--- src/hw/rtl/fcc_pkg.sv ---
package fcc_pkg;

  localparam int MAX_VERTICES_DEF = 64;

  localparam int VERTEX_W = 6;
  localparam int VCOUNT_W = 7;
  localparam int COUNT_W  = 21;
  localparam int EDGE_W   = 11;
  // accumulator holds the doubled count plus one guard bit
  localparam int ACC_W    = COUNT_W + 2;

  localparam logic [VCOUNT_W-1:0] VCOUNT_RESET = 7'd64;
  localparam logic [COUNT_W-1:0]  COUNT_MAX    = '1;
  localparam logic [EDGE_W-1:0]   EDGE_MAX     = '1;

  typedef struct packed {
    logic [VERTEX_W-1:0] vertex_a;
    logic [VERTEX_W-1:0] vertex_b;
    logic                edge_valid;
    logic                last_edge;
  } in_item_t;

  typedef struct packed {
    logic [COUNT_W-1:0] cycle_count;
    logic               has_cycle;
    logic [EDGE_W-1:0]  edge_total;
  } out_item_t;

  typedef enum logic [2:0] {
    ST_IDLE,
    ST_CHK_A,
    ST_WR_B,
    ST_CNT,
    ST_DRAIN
  } state_t;

  // controller to datapath
  typedef struct packed {
    logic capture;     // latch item, read row of vertex_a
    logic wr_a;        // write row a with bit b, read row b
    logic wr_b;        // write row b with bit a, count the edge
    logic pair_init;   // start pair walk at (0,1)
    logic pair_issue;  // read current pair and advance
    logic finish;      // latch result, clear graph
  } cmd_t;

  // datapath to controller
  typedef struct packed {
    logic edge_ok;
    logic in_last;
    logic item_last;
    logic dup;
    logic pair_last;
    logic pipe_busy;
    logic out_free;
  } sts_t;

endpackage

--- src/hw/rtl/fcc_controller.sv ---
module fcc_controller (
  input  logic          clk,
  input  logic          rst_n,
  input  logic          in_valid,
  input  fcc_pkg::sts_t sts,
  output fcc_pkg::cmd_t cmd,
  output logic          in_stall
);
  import fcc_pkg::*;

  state_t state_r, state_nxt;

  always_ff @(posedge clk) begin
    if (!rst_n) begin
      state_r <= ST_IDLE;
    end else begin
      state_r <= state_nxt;
    end
  end

  always_comb begin
    state_nxt = state_r;
    cmd       = '0;
    in_stall  = 1'b1;
    case (state_r)
      ST_IDLE: begin
        in_stall = 1'b0;
        if (in_valid) begin
          cmd.capture = 1'b1;
          if (sts.edge_ok) begin
            state_nxt = ST_CHK_A;
          end else if (sts.in_last) begin
            cmd.pair_init = 1'b1;
            state_nxt     = ST_CNT;
          end
        end
      end
      ST_CHK_A: begin
        if (sts.dup) begin
          if (sts.item_last) begin
            cmd.pair_init = 1'b1;
            state_nxt     = ST_CNT;
          end else begin
            state_nxt = ST_IDLE;
          end
        end else begin
          cmd.wr_a  = 1'b1;
          state_nxt = ST_WR_B;
        end
      end
      ST_WR_B: begin
        cmd.wr_b = 1'b1;
        if (sts.item_last) begin
          cmd.pair_init = 1'b1;
          state_nxt     = ST_CNT;
        end else begin
          state_nxt = ST_IDLE;
        end
      end
      ST_CNT: begin
        cmd.pair_issue = 1'b1;
        if (sts.pair_last) begin
          state_nxt = ST_DRAIN;
        end
      end
      ST_DRAIN: begin
        if (!sts.pipe_busy && sts.out_free) begin
          cmd.finish = 1'b1;
          state_nxt  = ST_IDLE;
        end
      end
      default: begin
        state_nxt = ST_IDLE;
      end
    endcase
  end

endmodule

--- config.mk ---
export PLATFORM = sky130hd
export DESIGN_NAME = fcc_controller
export DESIGN_NICKNAME = d
export VERILOG_FILES = /design/src/hw/rtl/fcc_pkg.sv /design/src/hw/rtl/fcc_controller.sv
export SDC_FILE = /design/constraint.sdc
export NUM_CORES = 1
export LEC_CHECK = 0
export BUFFER_PORTS_ARGS = -buffer_cell sky130_fd_sc_hd__buf_2
export CELL_PAD_IN_SITES_DETAIL_PLACEMENT = 0
export CELL_PAD_IN_SITES_GLOBAL_PLACEMENT = 1
export CORE_AREA = 2 2 39 41
export DETAILED_ROUTE_END_ITERATION = 7
export DIE_AREA = 0 0 41 43
export PLACE_DENSITY_LB_ADDON = 0.1
export SLEW_MARGIN = 25
export SYNTH_ARGS = -nofsm -noshare
export SYNTH_HDL_FRONTEND = slang
export SYNTH_SLANG_ARGS = --single-unit
export TNS_END_PERCENT = 30
--- constraint.sdc ---
create_clock -name clk -period 1.5 [get_ports clk]
set_input_delay 0.225 -clock clk [delete_from_list [all_inputs] [get_ports clk]]
set_output_delay 0.225 -clock clk [all_outputs]
set_load 0.01 [all_outputs]
==> results of run 1 <==
area by class of cell:
| type | count | area [µm²] |
|---|---|---|
| clock buffer | 4 | 26.28 |
| multi-input combinational | 29 | 212.7 |
| sequential | 3 | 65.06 |
| tap | 16 | 20.02 |
| fill | 168 | 972.2 |
| timing repair buffer | 16 | 80.08 |
| inverter | 2 | 7.507 |
per-layer routing:
metal	vias to the layer above	track usage [%]
met1	140	10.79
li1	165	-
met5	-	0
met3	0	3.141
met2	9	14.06
met4	0	6.000
worst max path at each step:
stage	start	endpoint	slack, ns	cells after the start
after floorplan	state_r[1]	cmd[2]	0.40	3
after global placement	state_r[0]	cmd[2]	0.23	4
after detailed placement	state_r[0]	cmd[2]	0.21	4
after CTS	state_r[0]	cmd[0]	0.002	4
after global routing	state_r[2]	cmd[2]	-0.002	4
final	state_r[2]	cmd[2]	0.12	4
timing repair:
item	4_1_cts	5_1_grt
resized for setup	1	4
pin swaps	0	0
buffers inserted	0	0
endpoints found under the setup margin	1	2
power by group through the flow:
stage | clock, mW | combinational (mW) | sequential (mW)
after global routing | 0.163 | 0.212 | 0.132
after floorplan | 0 | 0.131 | 0.114
final | 0.141 | 0.187 | 0.128
after detailed placement | 0 | 0.186 | 0.121
after CTS | 0.149 | 0.190 | 0.121
after global placement | 0 | 0.187 | 0.120
cell families (layout without fill, tap and decap cells):
logic type | Yosys count | count (layout) | synth area share [%]
compound gates | 10 | 10 | 29.91
simple gates | 19 | 19 | 43.30
buf+inv | 3 | 22 | 5.359
flops | 3 | 3 | 21.43
through the flow:
step / hold slack [ns] / worst slack [ns] / std cells / instance area [µm²] / TNS [ns]
after floorplan: 0.3575 / 0.4036 / 35 / 280.3 / 0
after global placement: 0.5122 / 0.2270 / 66 / 372.9 / 0
after detailed placement: 0.5179 / 0.2139 / 66 / 372.9 / 0
after CTS: 0.2745 / 0.002216 / 70 / 404.1 / 0
after global routing: 0.2975 / -0.001977 / 70 / 411.6 / -0.001977
final: 0.2747 / 0.1162 / 70 / 411.6 / 0
synth_stat cells, drive strengths merged:
library cell  instances  share of area, %
and2b                 2               5.4
a31o                  1               3.1
a21oi                 2               3.6
nand2                 2               2.7
nor2                  3               4.0
dfxtp                 3                21
a21o                  1               2.7
and2                  1               2.2
o22ai                 1               2.2
nand4b                1               3.1
nor3                  1               1.8
o21ai                 3               5.4
and3b                 2               7.6
buf                   1               2.7
nor2b                 3               6.7
nor3b                 2               5.4
inv                   2               2.7
a2111oi               1               9.8
nand2b                2               4.5
a32oi                 1               3.1
placed cells by master, fill, tap and decap left out, types with 2 or more instances in the layout:
cell type  Yosys  final
nor2_1         3      2
o21ai_0        3      3
nor3b_1        2      2
clkbuf_4       0      3
a21oi_1        2      2
nand2_1        2      2
and2b_1        2      2
nand2b_1       2      2
inv_1          2      2
nor2b_1        3      3
buf_2          0     16
worst max-delay path: cells and delay by family, from the launching register on:
family                 cells  cell delay, ns
flip-flops                 1            0.39
buffers and inverters      1            0.15
AO/OA/AOI/OAI              1            0.08
AND/OR/NAND/NOR            2            0.31
==> qor.csv, run 1 <==
metric,value,unit
crit_type,reg -> out,
antenna_left,0,
clock_skew,0.001166,ns
critPathMaxStageDelay,0.39,ns
top_register,state_r,
portBuffers,16,
min_path_type,in -> reg,
ioPinCount,17,
final-hold-violation-count,0,
post-route-min-period,1.384,ns
cts_buffer_depth,2,
synth.ff_latch_count,3,
wl_met1,288,µm
cp_slowest_cell,dfxtp_1,
r2r_start,state_r[2],
drv_slew,0,
worst_pin_slew,0.3341,ns
path_cells,"nor3_2, nand4b_1, o21ai_0, buf_2",
wl_met2,331,µm
top_layer,met3,
rows,14,
maxCapViolations,0,
p_per_area,1107,nW/µm²
hold_buffers,0,
grt_first_pass_wirelength,1.131,mm
grt_overflow_total,0,
cts_buffers,3,
hold_depth,3,
rsz0062_at_grt,yes,
syn-num-nets,45,
yosysUniqueCellTypes,21,
gp_congestion,0.6717,
coreArea,1384,µm²
wl_met3,52,µm
critPathCaptureType,primary output,
initial_core_util,20.25,%
peakVddDrop,0.4488,mV
power,0.4557,mW
die_height,43,µm
final_nets,65,
status,completed,
largest_reg_flops,3,
finalWirelength,672,µm
relSlewSlack,77.49,%
antenna_found_initial,0,
grt_util_all_layers,9.400,%
power_frac_seq,28.0,%
drt-vias-per-instance,4.486,
grt_max_degree,10,
min-delay-start,sts[2],
arrival,1.16,ns
p_leak,0.1980,nW
rr_worst_depth,3,
min_to,state_r[2],
period_share,92.25,%
reg2reg_to,state_r[1],
timing.fmax,0.7227,GHz
largestRegisters,state_r (3),
syn_to_final_growth,46.87,%
cp.required,1.27,ns
synth_cells,35,
cts-root-buf,clkbuf_4,
p_switching,0.1581,mW
synthesis.area,280.3,µm²
cts.clk_slew.worst_paths,0.04,ns
setup_viol,0,
cts_tree,built,
syn_area_per_cell,8.008,µm²
r2r_slack,0.32,ns
n_antenna_cell,0,
cp_max_fo,8,
finalCoreUtilization,29.75,%
clock_power_share,31.0,%
grt_pass1_vias,307,
worstSkewPairLatency,0.23,ns
htreeDepth,1,
wl_per_cell,9.600,µm
switching_share,34.70,%
p_int,0.2976,mW
crit_path_start_kind,register,
num_vias,314,
drive_above_1_share,46.30,%
die_area,1763,µm²
ys_seq_area_share,21.43,%
dieWidth,41,µm
cts_sinks,3,
drcViolationCount,0,
drtIter0Drc,1,
ys_warn_count,0,
comb_power_share,41.1,%
dr.pass1.iters,2,
(Power assumes the default switching activity.)
==> inputs of run 2 (changes only) <==
--- a/config.mk
+++ b/config.mk
@@ -5,6 +5,7 @@
 export SDC_FILE = /design/constraint.sdc
 export NUM_CORES = 1
 export LEC_CHECK = 0
+export ABC_AREA = 1
 export BUFFER_PORTS_ARGS = -buffer_cell sky130_fd_sc_hd__buf_2
 export CELL_PAD_IN_SITES_DETAIL_PLACEMENT = 0
 export CELL_PAD_IN_SITES_GLOBAL_PLACEMENT = 1
==> qor.csv, run 2 <==
metric,value,unit,change
status,completed,,
postCtsSetupRepairBufs,0,,unchanged
mostFrequentLayoutCell,buf_2,,
relSlewSlack,79.51,%,+2.0 points
post-route-min-period,1.433,ns,+0.04915 ns
min_to,state_r[2],,
p_per_area,1704,nW/µm²,+54%
worstSkewPairLatency,0.23,ns,about the same
synth.top_cell.area_share,19.59,%,-1.8 points
drt-vias-per-instance,4.100,,-8.6%
dr.pass1.iters,2,,unchanged
dieWidth,41,µm,unchanged
initial_core_util,22.15,%,+1.9 points
path_cells,"nor2_4, nand3b_1, o211ai_1, buf_2",,
cts_buffer_depth,2,,unchanged
wl_per_cell,8.000,µm,-17%
syn_to_final_growth,41.22,%,
placed_cell_area,399.1,µm²,+7.0%
crit_path_start_kind,register,,
synth_cells,55,,+57%
drcViolationCount,0,,unchanged
crit_buf_inv,1,,unchanged
crit_type,reg -> out,,
peakVddDrop,0.5647,mV,+26%
timing.fmax,0.6979,GHz,-3.4%
cts.clk_slew.worst_paths,0.03,ns,about the same
wl_met1,311,µm,+8.0%
r2r_start,state_r[1],,
final-hold-violation-count,0,,unchanged
yosysUniqueCellTypes,16,,-24%
cp_top_family,flip-flops,,
n_antenna_cell,0,,unchanged
period_share,95.53,%,+3.3 points
arrival,1.21,ns,+0.05 ns
cp.required,1.27,ns,about the same
htreeDepth,1,,unchanged
cp_slowest_cell,dfxtp_1,,
top_layer,met3,,
grt_max_degree,8,,-2
reg2reg_to,state_r[0],,
cp-startpoint,state_r[1],,
synth_edf_count,0,,unchanged
cts_buffers,3,,unchanged
largestRegisters,state_r (3),,
antenna_found_initial,0,,unchanged
gp_congestion,0.6576,,-2.1%
num_vias,369,,+18%
die_area,1763,µm²,unchanged
rr_worst_depth,7,,+4
grt_overflow_total,0,,unchanged
ioPinCount,17,,unchanged
syn_area_per_cell,5.574,µm²,-30%
min_path_type,in -> reg,,
cts-root-buf,clkbuf_4,,
top_register,state_r,,
wl_met2,360,µm,+8.8%
yosys-top-cells-area,"dfxtp_1 20%, nand2_1 17%, nor2_1 13%",,
ys_warn_count,0,,unchanged
wl_met3,49,µm,-5.8%
numPlacedInstances,86,,+30%
setup_slack,0.06705,ns,-0.04915 ns
critPathCaptureType,primary output,,
clock_skew,0.0005086,ns,-0.0006577 ns
stdcell_count,90,,+29%
yosys.area.top_type,dfxtp_1,,
grt_pass1_vias,341,,+11%
cts_tree,built,,
portBuffers,16,,unchanged
largest_reg_flops,3,,unchanged
critPathMaxStageDelay,0.38,ns,about the same
syn-num-nets,65,,+44%
grt_util_all_layers,10.33,%,+0.93 points
setup_viol,0,,unchanged
rsz0062_at_grt,yes,,
ys_seq_area_share,19.59,%,-1.8 points
finalWirelength,720,µm,+7.1%
final_area,432.9,µm²,+5.2%
hold_depth,3,,unchanged
min-delay-start,rst_n,,
drtIter0Drc,3,,+2
cts_sinks,3,,unchanged
coreArea,1384,µm²,unchanged
synthesis.area,306.5,µm²,+9.4%
finalCoreUtilization,31.28,%,+1.5 points
rows,14,,unchanged
synth_commonest_cells,"14 x nand2_1, 11 x nor2_1, 10 x inv_1, 3 x dfxtp_1, 3 x nand3_1",,
cp_max_fo,7,,-1
grt_first_pass_wirelength,1.200,mm,+6.1%
mostFrequentLayoutCells,"16 x buf_2, 14 x nand2_1, 11 x nor2_1",,
synth.ff_latch_count,3,,unchanged
drv_slew,0,,unchanged
synth-async-reset-ratio,0,%,unchanged
antenna_left,0,,unchanged
r2r_slack,0.34,ns,+0.02 ns
synth-main-ff-cell,dfxtp_1,,
drive_above_1_share,39.19,%,-7.1 points
die_height,43,µm,unchanged
maxCapViolations,0,,unchanged
dp_hpwl,606.3,µm,
place_ws,0.2266,ns,+0.01273 ns
final_nets,85,,+31%
worst_pin_slew,0.3069,ns,-0.02721 ns
synthMostInstantiatedCell,nand2_1,,
p_leak,0.2657,nW,+34%
-- run 2: cells by family after synthesis --
kind of cell           synth area share, %
AO/OA/AOI/OAI                        4.081
buffers and inverters                15.92
AND/OR/NAND/NOR                      60.41
flip-flops                           19.59
-- run 2: how the worst max path moves through the flow --
| stage | slack, ns | endpoint | depth (start not counted) |
|---|---|---|---|
| after floorplan | 0.35 | cmd[0] | 2 |
| after global placement | 0.21 | cmd[2] | 4 |
| after detailed placement | 0.23 | cmd[2] | 4 |
| after CTS | 0.04 | cmd[2] | 4 |
| after global routing | -0.05 | cmd[2] | 4 |
| final | 0.07 | cmd[2] | 4 |
-- run 2: per-stage QoR --
stage	total power [mW]	hold slack, ns	TNS [ns]
3_5_place_dp	0.5912	0.4742	0
5_1_grt	0.8248	0.2314	-0.04741
3_3_place_gp	0.6050	0.4693	0
2_1_floorplan	0.4641	0.3342	0
6_report	0.7378	0.2270	0
4_1_cts	0.7632	0.2197	0
-- run 2: area by class of cell --
cell class,instances,area [µm²]
clock buffers,4,26.28
fillers,169,950.9
inverters,11,41.29
multi-input cells,40,202.7
flip-flops and latches,3,62.56
well taps,16,20.02
repair buffers,16,80.08
-- run 2: worst min-delay path: stages --
cell and delay, ns:
buf_2 0.11, inv_1 0.05, a21oi_1 0.03
-- run 2: routing by layer --
layer,vias up,track usage [%]
li1,203,-
met1,158,12.18
met2,8,14.69
met3,0,1.571
met4,0,10.00
met5,-,0
-- run 2: power by group --
group	leakage, nW	switching, mW	internal, mW
sequential	0.0255	0.0588	0.113
combinational	0.225	0.259	0.169
clock	0.0150	0.0392	0.0995
-- run 2: what timing repair did --
| item | CTS | global route |
|---|---|---|
| endpoints found under the hold margin | 0 | 0 |
| gates resized for setup | 2 | 1 |
| endpoints found under the setup margin | 1 | 2 |
| hold buffers | 0 | 0 |
| cloned | 0 | 0 |
==> inputs of run 3 (changes only) <==
--- a/config.mk
+++ b/config.mk
@@ -9,9 +9,9 @@
 export BUFFER_PORTS_ARGS = -buffer_cell sky130_fd_sc_hd__buf_2
 export CELL_PAD_IN_SITES_DETAIL_PLACEMENT = 0
 export CELL_PAD_IN_SITES_GLOBAL_PLACEMENT = 1
-export CORE_AREA = 2 2 39 41
+export CORE_AREA = 10 10 47 49
 export DETAILED_ROUTE_END_ITERATION = 7
-export DIE_AREA = 0 0 41 43
+export DIE_AREA = 0 0 57 59
 export PLACE_DENSITY_LB_ADDON = 0.1
 export SLEW_MARGIN = 25
 export SYNTH_ARGS = -nofsm -noshare
==> qor.csv, run 3 (synthesis gave the netlist of run 2 again) <==
metric,value,unit,change
status,completed,,
hold_buffers,0,,unchanged
switching_share,46.40,%,-1.9 points
setup_slack,0.1071,ns,+0.04002 ns
mostFrequentLayoutCell,buf_2,,
maxCapViolations,0,,unchanged
num_vias,381,,+3.3%
grt_first_pass_wirelength,1.469,mm,+22%
timing.fmax,0.7179,GHz,+2.9%
fill_cells,179,,+5.9%
dr.pass1.iters,1,,-1
cts_sinks,3,,unchanged
wl_per_cell,9.533,µm,+19%
place_ws,0.2267,ns,+0.00007600 ns
finalCoreUtilization,32.05,%,+0.77 points
critPathMaxStageDelay,0.35,ns,-0.03 ns
p_int,0.4278,mW,+12%
mostFrequentLayoutCells,"16 x buf_2, 14 x nand2_1, 11 x nor2_1",,
antenna_found_initial,0,,unchanged
clock_skew,0.004452,ns,+0.003943 ns
hold_ws,0.2270,ns,+0.00006900 ns
placed_cell_area,399.1,µm²,unchanged
cp_slowest_cell,dfxtp_2,,
top_register,state_r,,
largest_reg_flops,3,,unchanged
p_per_area,1777,nW/µm²,+4.3%
hold_depth,3,,unchanged
worst_pin_slew,0.2407,ns,-0.06624 ns
relSlewSlack,83.81,%,+4.3 points
portBuffers,16,,unchanged
grt_overflow_total,0,,unchanged
drtIter0Drc,0,,-3
dieWidth,57,µm,+39%
clock_power_share,17.2,%,-1.6 points
finalWirelength,877,µm,+22%
crit_path_start_kind,register,,
antenna_left,0,,unchanged
arrival,1.17,ns,-0.04 ns
gp_congestion,0.6663,,+1.3%
coreArea,1401,µm²,+1.3%
initial_core_util,21.87,%,-0.28 points
p_leak,0.2755,nW,+3.7%
cts.clk_slew.worst_paths,0.04,ns,about the same
syn_to_final_growth,46.53,%,
peakVddDrop,0.9830,mV,+74%
cts_buffer_depth,2,,unchanged
final_nets,87,,+2.4%
n_antenna_cell,0,,unchanged
cp_top_family,flip-flops,,
rows,14,,unchanged
grt_pass1_vias,380,,+11%
die_height,59,µm,+37%
crit_type,reg -> out,,
grt_max_degree,8,,unchanged
comb_power_share,61.3,%,+3.4 points
cp_max_fo,7,,unchanged
setup_viol,0,,unchanged
cts_buffers,3,,unchanged
largestRegisters,state_r (3),,
critPathCaptureType,primary output,,
rr_worst_depth,8,,+1
min_path_type,in -> reg,,
grt_util_all_layers,5.327,%,-5.0 points
post-route-min-period,1.393,ns,-0.04002 ns
htreeDepth,1,,unchanged
cp.required,1.27,ns,about the same
power_frac_seq,21.6,%,-1.7 points
final_area,449.2,µm²,+3.8%
crit_buf_inv,1,,unchanged
multi_input_area,202.7,µm²,unchanged
worstSkewPairLatency,0.23,ns,about the same
ioPinCount,17,,unchanged
cp.depth,4,,unchanged
dp_hpwl,778.7,µm,+28%
cts_tree,built,,
drv_slew,0,,unchanged
drcViolationCount,0,,unchanged
path_cells,"nor2_4, nand3b_1, o211ai_1, buf_2",,
register_area,63.81,µm²,+2.0%
drt-vias-per-instance,4.141,,+1.0%
drive_above_1_share,42.11,%,+2.9 points
p_switching,0.3703,mW,+3.8%
period_share,92.86,%,-2.7 points
die_area,3363,µm²,+91%
fin_setup_tns,0,ns,unchanged
final-hold-violation-count,0,,unchanged
cts-root-buf,clkbuf_4,,
## run 3: repair_timing
action	in CTS	in global routing
buffers inserted	0	2
resized for setup	1	3
setup endpoints to repair	1	2
pin swaps	0	1
## run 3: layout make-up
type | instances | share of cell area [%]
Multi-Input combinational cell | 40 | 45.13
Timing Repair Buffer | 18 | 21.17
Sequential cell | 3 | 14.21
Inverter | 11 | 9.192
Clock buffer | 4 | 5.850
Tap cell | 16 | 4.457
## run 3: stage by stage
stage	instances	power, mW
floorplan	55	0.4641
global route	92	0.8883
global placement	86	0.6036
CTS	90	0.7599
detailed placement	86	0.5993
finish	92	0.7981
## run 3: power groups by stage
stage	sequential (mW)	combinational, mW	clock, mW
2_1_floorplan	0.151	0.313	0
3_3_place_gp	0.158	0.445	0
3_5_place_dp	0.158	0.441	0
4_1_cts	0.166	0.448	0.146
5_1_grt	0.179	0.559	0.150
6_report	0.172	0.489	0.137
## run 3: tightest hold or removal path: cells and delay by family
kind	cells	cell delay, ns
buf+inv	2	0.15
compound gates	1	0.03
## run 3: per-layer routing
metal	routed length, µm	vias to the layer above	GRT usage (%)
li1	-	209	-
met1	358	162	5.496
met2	436	10	8.837
met3	82	0	2.361
met4	0	0	3.020
met5	0	-	0
## run 3: worst paths after layout
path                                 start          to  slack (ns)
worst max-delay path            state_r[1]      cmd[2]        0.11
worst min-delay path                 rst_n  state_r[2]        0.23
worst max register to register  state_r[1]  state_r[0]        0.33
worst min register to register  state_r[2]  state_r[2]        0.53
